$ cat src/rtl/wps_pkg.sv
`timescale 1ns / 1ps

package wps_pkg;

  // result kinds as seen on the result port
  typedef enum logic [1:0] {
    KIND_SAMPLE = 2'd0,
    KIND_FINAL  = 2'd1,
    KIND_HEADER = 2'd2,
    KIND_ERROR  = 2'd3
  } kind_t;

  typedef enum logic [2:0] {
    ERR_NOT_WAVE  = 3'd0,
    ERR_FORMAT    = 3'd1,
    ERR_CHANNELS  = 3'd2,
    ERR_BIT_DEPTH = 3'd3,
    ERR_NO_DATA   = 3'd4
  } err_t;

  // one result request, front to back
  typedef struct packed {
    kind_t              kind;
    logic signed [15:0] sample_value;
    err_t               error_code;
    logic [15:0]        audio_format;
    logic [15:0]        channel_count;
    logic [31:0]        sample_rate;
    logic [31:0]        byte_rate;
    logic [15:0]        block_align;
    logic [15:0]        bits_per_sample;
    logic [31:0]        data_size;
    logic [31:0]        sample_count;
    logic [31:0]        frame_count;
  } item_t;

  localparam int QDEPTH = 2;
  localparam int QPTR_W = $clog2(QDEPTH);

  localparam logic [31:0] DATA_MARK = 32'h6461_7461;  // "data"

  localparam logic [15:0] PCM_FORMAT = 16'd1;

endpackage

$ cat src/rtl/wps_div.sv
`timescale 1ns / 1ps

// 32 / 16 restoring divider, one quotient bit per cycle
module wps_div (
  input  logic        clk,
  input  logic        rst,
  input  logic        start,
  input  logic [31:0] dividend,
  input  logic [15:0] divisor,
  output logic        busy,
  output logic [31:0] quotient
);
  import wps_pkg::*;

  logic [4:0]  cnt;
  logic [15:0] rem;
  logic [15:0] dvs;
  logic [16:0] shifted;
  logic [16:0] diff;
  logic        ge;

  assign shifted = {rem, quotient[31]};
  assign ge      = shifted >= {1'b0, dvs};
  assign diff    = shifted - {1'b0, dvs};

  always_ff @(posedge clk) begin
    if (rst) begin
      busy <= 1'b0;
      cnt  <= '0;
    end else if (start) begin
      busy     <= 1'b1;
      cnt      <= 5'd31;
      rem      <= '0;
      dvs      <= divisor;
      quotient <= dividend;
    end else if (busy) begin
      rem      <= ge ? diff[15:0] : shifted[15:0];
      quotient <= {quotient[30:0], ge};
      cnt      <= cnt - 5'd1;
      if (cnt == 5'd0) begin
        busy <= 1'b0;
      end
    end
  end

endmodule

$ cat src/rtl/wps_fifo.sv
`timescale 1ns / 1ps

// short request queue between front and back
module wps_fifo (
  input  logic           clk,
  input  logic           rst,
  input  logic           wr,
  input  wps_pkg::item_t wr_item,
  input  logic           rd,
  output wps_pkg::item_t rd_item,
  output logic           full,
  output logic           empty
);
  import wps_pkg::*;

  item_t             mem [QDEPTH];
  logic [QPTR_W-1:0] wr_ptr;
  logic [QPTR_W-1:0] rd_ptr;
  logic [QPTR_W:0]   count;

  assign full    = count == (QPTR_W + 1)'(QDEPTH);
  assign empty   = count == '0;
  assign rd_item = mem[rd_ptr];

  always_ff @(posedge clk) begin
    if (wr) begin
      mem[wr_ptr] <= wr_item;
    end
  end

  always_ff @(posedge clk) begin
    if (rst) begin
      wr_ptr <= '0;
      rd_ptr <= '0;
      count  <= '0;
    end else begin
      if (wr) begin
        wr_ptr <= wr_ptr + 1'b1;
      end
      if (rd) begin
        rd_ptr <= rd_ptr + 1'b1;
      end
      if (wr && !rd) begin
        count <= count + 1'b1;
      end else if (rd && !wr) begin
        count <= count - 1'b1;
      end
    end
  end

endmodule

$ cat src/rtl/wps_front.sv
`timescale 1ns / 1ps

// byte parser: checks the header, finds the data chunk, turns data bytes into requests
module wps_front (
  input  logic           clk,
  input  logic           rst,
  input  logic           accept,
  input  logic [7:0]     data_byte,
  input  logic           end_of_file,
  output logic           emit,
  output wps_pkg::item_t item
);
  import wps_pkg::*;

  typedef enum logic [2:0] {
    PH_HEADER,
    PH_SEARCH,
    PH_SIZE,
    PH_DATA,
    PH_IDLE
  } phase_t;

  localparam logic [7:0] SIG [16] = '{
    8'h52, 8'h49, 8'h46, 8'h46, 8'h00, 8'h00, 8'h00, 8'h00,
    8'h57, 8'h41, 8'h56, 8'h45, 8'h66, 8'h6D, 8'h74, 8'h20
  };

  phase_t      phase, phase_next;
  logic [5:0]  pos, pos_next;
  logic [31:0] window, window_next;
  logic [31:0] acc, acc_next;
  logic [31:0] remaining, remaining_next;
  logic [8:0]  held, held_next;
  logic [7:0]  fmt_byte [16];

  logic        cap_en;
  logic [5:0]  cap_off;
  logic        last;

  logic [15:0] f_format, f_channels, f_align, f_bits;
  logic [31:0] f_rate, f_byte_rate;

  assign f_format    = {fmt_byte[1], fmt_byte[0]};
  assign f_channels  = {fmt_byte[3], fmt_byte[2]};
  assign f_rate      = {fmt_byte[7], fmt_byte[6], fmt_byte[5], fmt_byte[4]};
  assign f_byte_rate = {fmt_byte[11], fmt_byte[10], fmt_byte[9], fmt_byte[8]};
  assign f_align     = {fmt_byte[13], fmt_byte[12]};
  assign f_bits      = {fmt_byte[15], fmt_byte[14]};

  assign cap_off = pos - 6'd20;
  assign last    = remaining == 32'd1;

  always_comb begin
    phase_next     = phase;
    pos_next       = pos;
    window_next    = window;
    acc_next       = acc;
    remaining_next = remaining;
    held_next      = held;
    emit           = 1'b0;
    item           = '0;
    cap_en         = 1'b0;
    if (accept) begin
      unique case (phase)
        PH_HEADER: begin
          if (pos < 6'd16 && (pos < 6'd4 || pos >= 6'd8) && data_byte != SIG[pos[3:0]]) begin
            emit            = 1'b1;
            item.kind       = KIND_ERROR;
            item.error_code = ERR_NOT_WAVE;
            phase_next      = PH_IDLE;
          end else begin
            cap_en = pos >= 6'd20 && pos < 6'd36;
            if (pos >= 6'd35) begin
              if (f_format != PCM_FORMAT) begin
                emit            = 1'b1;
                item.kind       = KIND_ERROR;
                item.error_code = ERR_FORMAT;
                phase_next      = PH_IDLE;
              end else if (f_channels != 16'd1 && f_channels != 16'd2) begin
                emit            = 1'b1;
                item.kind       = KIND_ERROR;
                item.error_code = ERR_CHANNELS;
                phase_next      = PH_IDLE;
              end else begin
                phase_next  = PH_SEARCH;
                window_next = '0;
              end
            end else begin
              pos_next = pos + 6'd1;
            end
          end
        end
        PH_SEARCH: begin
          window_next = {window[23:0], data_byte};
          if (window_next == DATA_MARK) begin
            phase_next = PH_SIZE;
            pos_next   = '0;
          end
        end
        PH_SIZE: begin
          // little-endian size: shift bytes in from the top
          acc_next = {data_byte, acc[31:8]};
          pos_next = {4'd0, pos[1:0]} + 6'd1;
          if (pos[1:0] == 2'd3) begin
            if (f_bits != 16'd8 && f_bits != 16'd16) begin
              emit            = 1'b1;
              item.kind       = KIND_ERROR;
              item.error_code = ERR_BIT_DEPTH;
              phase_next      = PH_IDLE;
            end else begin
              emit                 = 1'b1;
              item.kind            = KIND_HEADER;
              item.audio_format    = f_format;
              item.channel_count   = f_channels;
              item.sample_rate     = f_rate;
              item.byte_rate       = f_byte_rate;
              item.block_align     = f_align;
              item.bits_per_sample = f_bits;
              item.data_size       = acc_next;
              item.sample_count    = (f_bits == 16'd16) ? {1'b0, acc_next[31:1]} : acc_next;
              remaining_next       = acc_next;
              held_next            = '0;
              phase_next           = (acc_next != '0) ? PH_DATA : PH_IDLE;
            end
          end
        end
        PH_DATA: begin
          if (remaining == '0) begin
            phase_next = PH_IDLE;
          end else begin
            remaining_next = remaining - 32'd1;
            if (f_bits == 16'd8) begin
              emit              = 1'b1;
              item.kind         = last ? KIND_FINAL : KIND_SAMPLE;
              item.sample_value = {~data_byte[7], data_byte[6:0], 8'h00};
            end else if (held[8]) begin
              emit              = 1'b1;
              item.kind         = last ? KIND_FINAL : KIND_SAMPLE;
              item.sample_value = {data_byte, held[7:0]};
              held_next         = '0;
            end else if (last) begin
              // odd size: lone low byte
              emit              = 1'b1;
              item.kind         = KIND_FINAL;
              item.sample_value = {8'h00, data_byte};
            end else begin
              held_next = {1'b1, data_byte};
            end
            if (last) begin
              phase_next = PH_IDLE;
            end
          end
        end
        PH_IDLE: begin
        end
        default: begin
          phase_next = PH_IDLE;
        end
      endcase
      if (end_of_file) begin
        if (!emit && (phase_next == PH_HEADER || phase_next == PH_SEARCH ||
                      phase_next == PH_SIZE)) begin
          emit            = 1'b1;
          item            = '0;
          item.kind       = KIND_ERROR;
          item.error_code = ERR_NO_DATA;
        end
        phase_next  = PH_HEADER;
        pos_next    = '0;
        window_next = '0;
        acc_next    = '0;
        held_next   = '0;
      end
    end
  end

  always_ff @(posedge clk) begin
    if (cap_en) begin
      fmt_byte[cap_off[3:0]] <= data_byte;
    end
  end

  always_ff @(posedge clk) begin
    if (rst) begin
      phase     <= PH_HEADER;
      pos       <= '0;
      window    <= '0;
      acc       <= '0;
      remaining <= '0;
      held      <= '0;
    end else begin
      phase     <= phase_next;
      pos       <= pos_next;
      window    <= window_next;
      acc       <= acc_next;
      remaining <= remaining_next;
      held      <= held_next;
    end
  end

endmodule

$ cat src/rtl/wps_back.sv
`timescale 1ns / 1ps

// back end: drains the queue, fills in frame count, owns the output register
module wps_back (
  input  logic           clk,
  input  logic           rst,
  input  wps_pkg::item_t head,
  input  logic           q_empty,
  output logic           q_rd,
  input  logic           pop,
  output logic           out_valid,
  output wps_pkg::item_t out_item
);
  import wps_pkg::*;

  typedef enum logic {
    B_PASS,
    B_DIV
  } bstate_t;

  bstate_t     state;
  item_t       pend;
  item_t       load_item;
  logic        slot_free;
  logic        needs_div;
  logic        div_busy;
  logic        load_pass;
  logic        load_div;
  logic [31:0] quotient;

  assign slot_free = !out_valid || pop;
  assign needs_div = head.kind == KIND_HEADER && head.block_align != '0;
  assign q_rd      = state == B_PASS && !q_empty && (needs_div || slot_free);
  assign load_pass = q_rd && !needs_div;
  assign load_div  = state == B_DIV && !div_busy && slot_free;

  wps_div u_div (
    .clk      (clk),
    .rst      (rst),
    .start    (q_rd && needs_div),
    .dividend (head.data_size),
    .divisor  (head.block_align),
    .busy     (div_busy),
    .quotient (quotient)
  );

  // header out of the divider picks up its frame count
  always_comb begin
    load_item = head;
    if (load_div) begin
      load_item             = pend;
      load_item.frame_count = quotient;
    end
  end

  always_ff @(posedge clk) begin
    if (rst) begin
      state     <= B_PASS;
      out_valid <= 1'b0;
    end else begin
      if (load_pass || load_div) begin
        out_item  <= load_item;
        out_valid <= 1'b1;
      end else if (pop) begin
        out_valid <= 1'b0;
      end
      unique case (state)
        B_PASS: begin
          if (q_rd && needs_div) begin
            pend  <= head;
            state <= B_DIV;
          end
        end
        B_DIV: begin
          if (load_div) begin
            state <= B_PASS;
          end
        end
        default: begin
          state <= B_PASS;
        end
      endcase
    end
  end

endmodule

$ cat src/rtl/wav_pcm_stream_parser.sv
// WAV/RIFF PCM stream parser. Bytes of a WAV file are pushed in one per cycle unless full; the
// parser checks the RIFF/WAVE/fmt signature, captures the fmt fields, finds the first
// "data" chunk and reports one header request (or an error), then one Q1.15 sample per
// 8-bit byte or 16-bit little-endian pair, the last one marked final. After an error
// the rest of the file is swallowed; end_of_file always returns the parser to the start.
// Throughput: one byte per cycle while the queue is not full. Requests go through a two-entry
// queue into the back end; a header whose block align is nonzero waits in the serial
// frame-count divider there, later requests queued behind it, while the front keeps taking
// bytes until the queue fills. Others go from the queue head to the output register once free.
`timescale 1ns / 1ps

module wav_pcm_stream_parser (
  input  logic               clk,
  input  logic               rst,
  // byte input, queue style
  input  logic               push,
  output logic               full,
  input  logic [7:0]         data_byte,
  input  logic               end_of_file,
  // results, queue style
  output logic               empty,
  input  logic               pop,
  output logic [1:0]         result_kind,
  output logic signed [15:0] sample_value,
  output logic [2:0]         error_code,
  output logic [15:0]        audio_format,
  output logic [15:0]        channel_count,
  output logic [31:0]        sample_rate,
  output logic [31:0]        byte_rate,
  output logic [15:0]        block_align,
  output logic [15:0]        bits_per_sample,
  output logic [31:0]        data_size,
  output logic [31:0]        sample_count,
  output logic [31:0]        frame_count
);
  import wps_pkg::*;

  logic  accept;
  logic  f_emit;
  item_t f_item;
  logic  q_full, q_empty, q_rd;
  item_t q_head;
  logic  out_valid;
  item_t out_item;

  // front stalls on a full queue, whether or not this byte makes a request
  assign full   = q_full;
  assign accept = push && !q_full;

  wps_front u_front (
    .clk         (clk),
    .rst         (rst),
    .accept      (accept),
    .data_byte   (data_byte),
    .end_of_file (end_of_file),
    .emit        (f_emit),
    .item        (f_item)
  );

  wps_fifo u_fifo (
    .clk     (clk),
    .rst     (rst),
    .wr      (f_emit),
    .wr_item (f_item),
    .rd      (q_rd),
    .rd_item (q_head),
    .full    (q_full),
    .empty   (q_empty)
  );

  wps_back u_back (
    .clk       (clk),
    .rst       (rst),
    .head      (q_head),
    .q_empty   (q_empty),
    .q_rd      (q_rd),
    .pop       (pop),
    .out_valid (out_valid),
    .out_item  (out_item)
  );

  assign empty           = !out_valid;
  assign result_kind     = out_item.kind;
  assign sample_value    = out_item.sample_value;
  assign error_code      = out_item.error_code;
  assign audio_format    = out_item.audio_format;
  assign channel_count   = out_item.channel_count;
  assign sample_rate     = out_item.sample_rate;
  assign byte_rate       = out_item.byte_rate;
  assign block_align     = out_item.block_align;
  assign bits_per_sample = out_item.bits_per_sample;
  assign data_size       = out_item.data_size;
  assign sample_count    = out_item.sample_count;
  assign frame_count     = out_item.frame_count;

endmodule

$ cat config.mk
export PLATFORM = sky130hd
export DESIGN_NAME = wav_pcm_stream_parser
export DESIGN_NICKNAME = d
export VERILOG_FILES = /design/src/rtl/wps_pkg.sv /design/src/rtl/wps_div.sv /design/src/rtl/wps_fifo.sv /design/src/rtl/wps_front.sv /design/src/rtl/wps_back.sv /design/src/rtl/wav_pcm_stream_parser.sv
export SDC_FILE = /design/constraint.sdc
export NUM_CORES = 1
export LEC_CHECK = 0
export BUFFER_PORTS_ARGS = -buffer_cell sky130_fd_sc_hd__buf_2
export CAP_MARGIN = 20
export CORE_MARGIN = 2
export CORE_UTILIZATION = 55
export DETAILED_ROUTE_END_ITERATION = 8
export PLACE_DENSITY = 0.7
export SLEW_MARGIN = 20
export SYNTH_ARGS = -nofsm -noshare
export SYNTH_HDL_FRONTEND = slang
export SYNTH_SLANG_ARGS = --single-unit
export TNS_END_PERCENT = 5
$ cat constraint.sdc
create_clock -name clk -period 21.4 [get_ports clk]
set_input_delay 2.14 -clock clk [delete_from_list [all_inputs] [get_ports clk]]
set_output_delay 2.14 -clock clk [all_outputs]
set_load 0.05 [all_outputs]
* After elaboration in Yosys (flattened, before gate mapping)
Memories as Yosys holds them, arrays and structs flattened. A register that Yosys moved wholly into a read port is not among the register bits. Index checks and enable logic that the tools add are counted.
Cells by class: add/sub/neg operators 10, order comparisons 8, equality and inequality tests 33, multiplexer cells 106, bitwise operators 4, reductions and logical operators 55
Operators with widths (number):
- 245-bit two-way mux | 4
- 192-bit two-way mux | 2
- 32-bit two-way mux | 8
- 195-bit two-way mux | 1
- 24-bit two-way mux | 5
- 32-bit case mux with 2 select lines | 1
- 9-bit two-way mux | 7
- 18-bit two-way mux | 3
- 16-bit two-way mux | 3
- 24-bit case mux with 2 select lines | 1
- 3-bit two-way mux | 15
- 32-bit by 1-bit equality test with 1-bit output, second input constant | 1
- 32-bit by 31-bit equality test with 1-bit output, second input constant | 1
- 32-bit logical NOT | 1
- 16-bit by 1-bit inequality test with 1-bit output, second input constant | 2
- 32-bit nonzero test | 1
- 32-bit by 1-bit subtractor with 32-bit output, second input constant | 1
- 1-bit two-way mux | 31
- 6-bit two-way mux | 4
- 3-bit inequality test, second input constant | 7
- 2-bit two-way mux | 9
- 6-bit case mux with 3 select lines | 1
- 9-bit case mux with 2 select lines | 1
- 17-bit by 16-bit greater-or-equal comparator with 1-bit output | 1
- other kinds (54) | 105
Word-level totals: register bits 640, memory bits (writable) 618, bits in read-only memories 128, input bits 13, word-level logic and storage cells 259, memories 3
Memory list:
- u_fifo.mem | depth 2, bits a word 245, rd ports 1, clocked after Yosys merged registers in 1, write ports 1, line wps_fifo.sv:16 | item_t mem [QDEPTH];
- (no name shown) | depth 16, bits a word 8, rd ports 1, clocked after Yosys merged registers in 0, write ports 0, line wps_front.sv:66 | if (pos < 6'd16 && (pos < 6'd4 || pos >= 6'd8) && data_byte != SIG[pos[3:0]]) begin
- u_front.fmt_byte | depth 16, bits a word 8, rd ports 16, clocked after Yosys merged registers in 0, write ports 1, line wps_front.sv:34 | logic [7:0] fmt_byte [16];

* Depth between registers and ports, before layout
Gate-level depths: netlist of the first run.
word-level depth 20, gate-level depth with buffers 12, gate-level depth less buffers 12

* Hierarchy
Synthesis of the first run repeated with hierarchy kept, for this count alone.
Unflattened totals: cell total of the unflattened synthesis 3088, area total of the unflattened synthesis 50288.2 um^2
Modules (own cells, without submodules):
- wps_fifo | times used 1, cells an instance 784, area each 18066.1 um^2, sequential area each 14814.2 um^2
- wps_back | times used 1, cells an instance 757, area each 16857.4 um^2, sequential area each 13793.2 um^2
- wps_front | times used 1, cells an instance 1238, area each 11538.6 um^2, sequential area each 5805.6 um^2
- wps_div | times used 1, cells an instance 307, area each 3808.7 um^2, sequential area each 2042.0 um^2
- wav_pcm_stream_parser | times used 1, cells an instance 2, area each 17.5 um^2, sequential area each 0.0 um^2

* Least setup slack after synthesis of the first run
Ideal clock, no wire load.
path type input to register, start in pop, end reg u_back.out_item[0] (netlist name), setup time 0.932 ns, arrival 14.559 ns, data required time 20.468 ns, path slack 5.909 ns, stages on the path 6, path buffers 3, cell sequence nand2b_1 > nand3b_1 > clkbuf_1 > clkbuf_1 > clkbuf_1 > a21oi_1
On the way: longest elaborated chain between the ends 6
Ends and longest elaborated chain:
- from (decl) | line wav_pcm_stream_parser.sv:22 | input logic pop,
- 1-bit logical OR (*) | line wps_back.sv:31 | assign slot_free = !out_valid || pop;
- 1-bit logical OR | line wps_back.sv:33 | assign q_rd = state == B_PASS && !q_empty && (needs_div || slot_free);
- 1-bit logical AND | line wps_back.sv:33
- 1-bit logical AND | line wps_back.sv:34 | assign load_pass = q_rd && !needs_div;
- 1-bit logical OR (*) | line wps_back.sv:61 | if (load_pass || load_div) begin
- 2-bit AND reduction (no line) (*)
Mark *: on every way between the ends. The rest lies on a longest branch, timed or not. A chain may end at the register's enable or synchronous reset.

* Worst setup path in the final report of the first run
start in data_byte[6], end mem u_fifo.mem[1][104] in the netlist's numbering, enable pin
On the way: longest elaborated chain between the ends 15
Ends and longest elaborated chain:
- from (decl) | line wav_pcm_stream_parser.sv:18 | input logic [7:0] data_byte,
- 32-bit nonzero test | line wps_front.sv:123 | phase_next = (acc_next != '0) ? PH_DATA : PH_IDLE;
- 3-bit two-way mux | line wps_front.sv:123
- 3-bit two-way mux | line wps_front.sv:105 | if (f_bits != 16'd8 && f_bits != 16'd16) begin
- 3-bit two-way mux | line wps_front.sv:104 | if (pos[1:0] == 2'd3) begin
- 3-bit case mux with 5 select lines | line wps_front.sv:64 | unique case (phase)
- 3-bit two-way mux | line wps_front.sv:63 | if (accept) begin
- 3-bit by 1-bit equality test with 1-bit output or 3-bit logical NOT (tied branches) | line wps_front.sv:161 | if (!emit && (phase_next == PH_HEADER || phase_next == PH_SEARCH ||
- 1-bit logical OR (2 in a row) | line wps_front.sv:161
- 1-bit logical AND | line wps_front.sv:161
- 1-bit two-way mux | line wps_front.sv:161
- 1-bit two-way mux (*) | line wps_front.sv:160 | if (end_of_file) begin
- 1-bit two-way mux (*) | line wps_front.sv:63
- named net f_emit | line wav_pcm_stream_parser.sv:39 | logic f_emit;
- 1-bit two-way mux (*) | line wps_fifo.sv:26 | if (wr) begin
- 1-bit two-way mux (not written as such) (*) | line wps_fifo.sv:27 | mem[wr_ptr] <= wr_item;
- to (decl) | line wps_fifo.sv:16
Mark *: on every way through the listed nets, which the timed path passes. The rest lies on a longest branch. The select of a mux whose other input is x is not followed.

==> results of run 1 <==
## metal layers
layer | vias up | track usage
li1 | 11990 | -
met1 | 13050 | 0.3119
met2 | 783 | 0.3681
met3 | 165 | 0.03777
met4 | 0 | 0.05814
met5 | - | 0
## Yosys cell counts, types with 7 or more instances
cell         n
edfxtp_1  1076
mux2_2     339
nor2_1     234
a21oi_1    199
and2_1     191
nand2_1    171
clkbuf_1   138
dfxtp_1    111
inv_1       79
mux2i_1     67
o21ai_0     40
a22oi_1     39
nand3_1     36
nor3_1      33
nor4_1      30
ha_1        29
nand2b_1    27
xor2_1      15
buf_1       13
nand3b_1    13
nand4_1     12
nor2b_1     12
and3_1      11
o31ai_1     10
a211oi_2     8
o21a_1       8
a31oi_1      7
or2_2        7
or4_1        7
xnor2_1      7
## cell families after synthesis
family | after synthesis
flops | 1187
simple gates | 812
mux | 406
compound gates | 381
buf+inv | 241
fa+ha+maj | 30
xor+xnor | 22
other cells | 1
## worst max path at each step
stage | end | slack, ps | start | cells after the start
2_1_floorplan | u_back.out_item[0] | 5910 | pop | 6
3_3_place_gp | u_fifo.mem[1][168] | 14480 | data_byte[6] | 11
3_5_place_dp | u_fifo.mem[1][164] | 14440 | data_byte[6] | 11
4_1_cts | u_fifo.mem[1][163] | 15180 | data_byte[6] | 11
5_1_grt | u_fifo.mem[1][172] | 15360 | data_byte[6] | 11
6_report | u_fifo.mem[1][104] | 15680 | data_byte[6] | 11
## power groups by stage
stage	registers (mW)	logic (mW)	clock network, mW
after global placement	3.23	1.65	0
after floorplan	3.84	0.740	0
after global routing	3.22	1.79	2.13
final	3.19	1.68	2.01
after detailed placement	3.24	1.68	0
after CTS	3.20	1.69	2.05
## through the flow
step | hold WS, ps | instance area, um2 | instances
after floorplan | 426.7 | 47070 | 3107
after detailed placement | 447.8 | 49550 | 4387
after global routing | 474.4 | 53430 | 4602
final | 453.1 | 53430 | 4602
after global placement | 433.7 | 49530 | 4386
after CTS | 454.1 | 53320 | 4598
## sequential cells by signal (all words and copies together) (netlist names), named ones only
name,flops
u_front.phase,3
u_back.out_item,245
u_fifo.rd_ptr,1
u_front.remaining,32
u_front.held,9
u_back.u_div.rem,16
u_back.u_div.busy,1
u_fifo.mem,426
u_back.state,1
u_back.pend,213
u_back.u_div.quotient,32
u_back.u_div.dvs,16
u_back.u_div.cnt,5
u_front.window,24
u_back.out_valid,1
u_front.fmt_byte,128
u_fifo.wr_ptr,1
u_fifo.count,2
u_front.pos,6
u_front.acc,24
## worst max-delay path, stage by stage
cell and delay, ps:
buf_2 80, buf_4 390, xnor2_1 180, a21oi_1 60
o22ai_1 160, nand4bb_1 210, o21ai_0 190, a31oi_2 250
and2_4 510, buf_4 840, buf_4 860
## area by class of cell
type / count / area share
Timing Repair Buffer: 301 / 0.03204
Clock inverter: 74 / 0.01443
Multi-Input combinational cell: 1679 / 0.2185
Inverter: 80 / 0.005621
Clock buffer: 137 / 0.05618
Sequential cell: 1187 / 0.6464
Tap cell: 1144 / 0.02679
==> flow_summary.toml, run 1 <==
[global_routing]
grt_antenna_before_repair = 1
grt_pass1_vias = 25920
grt_overflow = 0
grt_usage = 0.2237
grt_max_degree = 180
grt_first_pass_wirelength_mm = 150.6

[finish]
synthToLayoutAreaGrowth_pct = 13.75
drive_above_1_share = 0.2473
final_cell_mix = "edfxtp_1 (1076), mux2_2 (339), buf_2 (258)"
final_nets = 3407
multi_input_area_um2 = 11670
utilization = 0.6294
final_common_cell = "edfxtp_1"
nFillCells = 6213
seqCellArea_um2 = 34540
antennaDiodeCount = 0

[drt]
maxUsedRoutingLayer = "met4"
dr.first_iter.drc_count = 2018
postRouteAntennaNets = 0
route.detailed.drc = 0
met2WireLength_mm = 48.50
met1_length_mm = 42.92
wl_per_cell_um = 21.38
drt_first_pass_iters = 6
via_per_inst = 5.646
wirelength_mm = 98.38
vias = 25980
met3_length_mm = 5.090

[power_and_ir_drop]
p_sw_mw = 2.156
p_int_mw = 4.721
clkPwrFrac = 0.292
p_leak_nw = 18.66
total_power_mw = 6.877
p_per_area_nw_per_um2 = 128.7
seqPwrFrac = 0.464
switching_share = 0.3135
p_comb_frac = 0.244
vdd_drop_max_mv = 0.08371

[critical_path]
crit_path_max_fanout = 72
cp.arrival_ps = 6040
r2r_start = "u_front.remaining[24]"
reg2reg_setup_slack_ps = 15740
required_ps = 21720
end_kind = "flop"
worst-setup-path-type = "input pin to flop"
startpoint_type = "input pin"
r2r_end = "u_fifo.mem[1][104]"
worstRegToRegCells = 9

[clocking]
htree_levels = 3
cts_tree = "yes"
cts.reportedPaths.clkPinSlew_ps = 60
post_cts_buffers = 0
cts_resized = 0
clock_sinks = 1187
cts_buffers = 115
cts_hold_buffers = 0
clock_latency_ps = 700
clockRootBuffer = "clkbuf_16"
clock_path_buffers = 3

[synth]
synth_ff_type = "edfxtp_1"
synth.distinct_cells = 77
ys_ff_latch = 1187
avgSynthCellArea_um2 = 15.25
synth_area_um2 = 46970
synth_top_family_by_area = "multiplexers"
yosys-top-cells-area = "edfxtp_1 (69%), mux2_2 (8.1%), dfxtp_1 (4.7%)"
syn_inst = 3080
synth_xor_area_frac = 0.004102
async_flop_share = 0
synth_top_area_frac = 0.6879
synth_compound_area_frac = 0.05021
synthAdderAreaFrac = 0.008152
yosys.area_share.simple = 0.08655
yosysSeqAreaShare = 0.7352
synth_warnings = 0
synth_top_cell_by_area = "edfxtp_1"
synth_edf_count = 1076
synth.area.mux_share = 0.09555

[hold_path]
hp-class = "flop to flop"
holdPathStages = 2
min_to = "u_front.window[22]"
hp-start = "u_front.window[22]"

[place]
io_buffers = 259
gp_congestion = 0.8769
place_hpwl_mm = 60.04
dp_worst_setup_slack_ps = 14440

[timing]
max_freq_mhz = 174.7
tns_ps = 0
slew_headroom = 0.2749
setup_slack_ps = 15680
setup_viol = 0
hold_viol = 0
slew_violations = 0
fin_worst_skew_ps = 24.97
tightestPinTransition_ps = 1088
fin_crit_ps = 5723
rsz0062_at_grt = "no"
finalCritPeriodShare = 0.2674

[die]
die_h_um = 296.2
coreArea_um2 = 84880
fp-row-count = 107
die_w_um = 296.2
die_area_um2 = 87750
ioPinCount = 260
start_util = 0.5534

[job]
maxCapViolations = 0

[outcome]
status = "completed"
Power figures use the tool's default switching activity.
==> inputs of run 2 (changes only) <==
--- a/config.mk
+++ b/config.mk
@@ -10,7 +10,7 @@
 export CORE_MARGIN = 2
 export CORE_UTILIZATION = 55
 export DETAILED_ROUTE_END_ITERATION = 8
-export PLACE_DENSITY = 0.7
+export PLACE_DENSITY = 0.73
 export SLEW_MARGIN = 20
 export SYNTH_ARGS = -nofsm -noshare
 export SYNTH_HDL_FRONTEND = slang
==> constraint.sdc (replaced) <==
create_clock -name clk -period 4.65 [get_ports clk]
set_input_delay 0.465 -clock clk [delete_from_list [all_inputs] [get_ports clk]]
set_output_delay 0.465 -clock clk [all_outputs]
set_load 0.05 [all_outputs]
==> run 2 against run 1 <==
Net effect:
- sequential power grew to 4.6 times the previous value
- utilization rose by 0.087 points
- non-clock buffer count increased by 14
- final cell count grew 0.20%
- routed wire length up 2.6%
- largest power group unchanged
- final area up 0.14%
- hold slack lost 320 ps
- clock skew down 6.7 ps
- sequential cell count did not move
- first-iteration DRC count up 31%
- count of clock-buffer cells in the layout decreased by 1
- via count increased by 1.3%
- critical path type is now flop to flop
- critical endpoint is now u_fifo.mem[1][53]
==> flow_summary.toml, run 2 (synthesized netlist as in run 1, its figures left out) <==
[global_routing]
grt_first_pass_wirelength_mm = 152.3
grt_antenna_before_repair = 4
grt_pass1_vias = 26030
grt_overflow = 0
grt_max_degree = 160
grt_usage = 0.2270

[timing]
tightestPinTransition_ps = 1148
slew_violations = 0
setup_viol = 0
slew_headroom = 0.2348
tns_ps = 0
finalCritPeriodShare = 0.8696
hold_viol = 0
rsz0062_at_grt = "no"
setup_slack_ps = 606.4
fin_crit_ps = 4044
max_freq_mhz = 247.3
hold_ws_ps = 132.9
fin_worst_skew_ps = 18.27

[power_and_ir_drop]
p_leak_nw = 18.72
p_sw_mw = 9.955
switching_share = 0.3145
p_per_area_nw_per_um2 = 591.7
total_power_mw = 31.66
p_int_mw = 21.70
p_comb_frac = 0.249
clkPwrFrac = 0.288
vdd_drop_max_mv = 0.3286
seqPwrFrac = 0.464

[drt]
wl_per_cell_um = 21.89
route.detailed.drc = 0
drt_first_pass_iters = 8
wirelength_mm = 100.9
via_per_inst = 5.705
dr.first_iter.drc_count = 2634
vias = 26310
postRouteAntennaNets = 0

[finish]
largest_register = "u_fifo.mem"
synthToLayoutAreaGrowth_pct = 13.91
final_nets = 3417
stdcell_area_um2 = 53500
largest_register_ffs = 426
stdcell_count = 4611
reg_top3 = "u_fifo.mem: 426 flops, u_back.out_item: 245 flops, u_back.pend: 213 flops"
nFillCells = 6048
final_cell_mix = "edfxtp_1 (1076), mux2_2 (339), buf_2 (258)"
drive_above_1_share = 0.2493
final_common_cell = "edfxtp_1"
utilization = 0.6303

[critical_path]
end_kind = "flop"
crit_path_max_fanout = 92
r2r_start = "u_front.remaining[24]"
startpoint_type = "flop"
cp-endpoint = "u_fifo.mem[1][53]"
startpoint = "u_front.remaining[24]"
worst-setup-path-type = "flop to flop"
r2r_end = "u_fifo.mem[1][53]"
required_ps = 4950
reg2reg_setup_slack_ps = 610
cp.arrival_ps = 4350
worstRegToRegCells = 8

[place]
place_hpwl_mm = 63.34
io_buffers = 259
dp_worst_setup_slack_ps = 640.1
placed_cell_area_um2 = 49810
gp_congestion = 0.8541
place_inst = 4405

[outcome]
status = "completed"

[clocking]
clock_latency_ps = 680
htree_levels = 3
cts_hold_buffers = 0
cts_buffers = 111
clock_path_buffers = 3
cts_resized = 0
clockRootBuffer = "clkbuf_16"
post_cts_buffers = 0
cts.reportedPaths.clkPinSlew_ps = 70
cts_tree = "yes"
clock_sinks = 1187

[die]
ioPinCount = 260
die_h_um = 296.2
die_w_um = 296.2
coreArea_um2 = 84880
start_util = 0.5534
die_area_um2 = 87750
fp-row-count = 107

[hold_path]
hp-class = "input pin to flop"
hp-start = "data_byte[0]"

[job]
maxCapViolations = 0
## run 2: cell count changes in the layout (fill, tap and decap cells not counted), moves of 3 or more
cell | before | now
buf_4 | 35 | 45
buf_12 | 4 | 12
clkinv_1 | 26 | 22
clkbuf_16 | 116 | 113
clkinv_4 | 0 | 3
clkinvlp_4 | 5 | 2
inv_6 | 5 | 2
## run 2: final cells by class
| class | count | area (um2) | area share |
|---|---|---|---|
| tap | 1144 | 1431 | 0.02675 |
| clock buffer | 136 | 2934 | 0.05484 |
| clock inverter | 69 | 758.2 | 0.01417 |
| sequential | 1187 | 34540 | 0.6455 |
| inverter | 80 | 300.3 | 0.005613 |
| antenna | 1 | 2.502 | 0.00004677 |
| timing repair buffer | 315 | 1869 | 0.03494 |
| multi-input combinational | 1679 | 11670 | 0.2181 |
## run 2: how the worst min path moves through the flow
stage                                        end  slack (ps)  cells past startpoint
after floorplan               u_front.window[23]         430                      2
after global placement        u_front.window[23]         430                      2
after detailed placement      u_front.window[23]         440                      2
after CTS                 u_front.fmt_byte[7][0]         100                      1
after global routing      u_front.fmt_byte[7][0]         100                      1
final                     u_front.fmt_byte[7][0]         130                      1
## run 2: per-layer routing
layer	track usage	share of wire	up-vias
met5	0	0	-
met4	0.08044	0.031	0
met3	0.02855	0.050	202
met2	0.3867	0.50	811
met1	0.3021	0.41	13260
li1	-	-	12030
## run 2: worst max-delay path, cell delays in order, from the launching register on
cell	delay, ps
dfxtp_1	370
or4_4	590
or4_4	460
nor3_1	420
and2_1	490
o31ai_1	170
a31oi_2	310
and2_4	310
buf_12	470
## run 2: power groups by stage
| stage | combinational [mW] | sequential, mW | clock (mW) |
|---|---|---|---|
| floorplan | 3.43 | 17.2 | 0 |
| global placement | 7.72 | 14.9 | 0 |
| detailed placement | 7.87 | 14.9 | 0 |
| CTS | 7.93 | 14.7 | 9.26 |
| global route | 8.35 | 14.8 | 9.66 |
| finish | 7.87 | 14.7 | 9.11 |
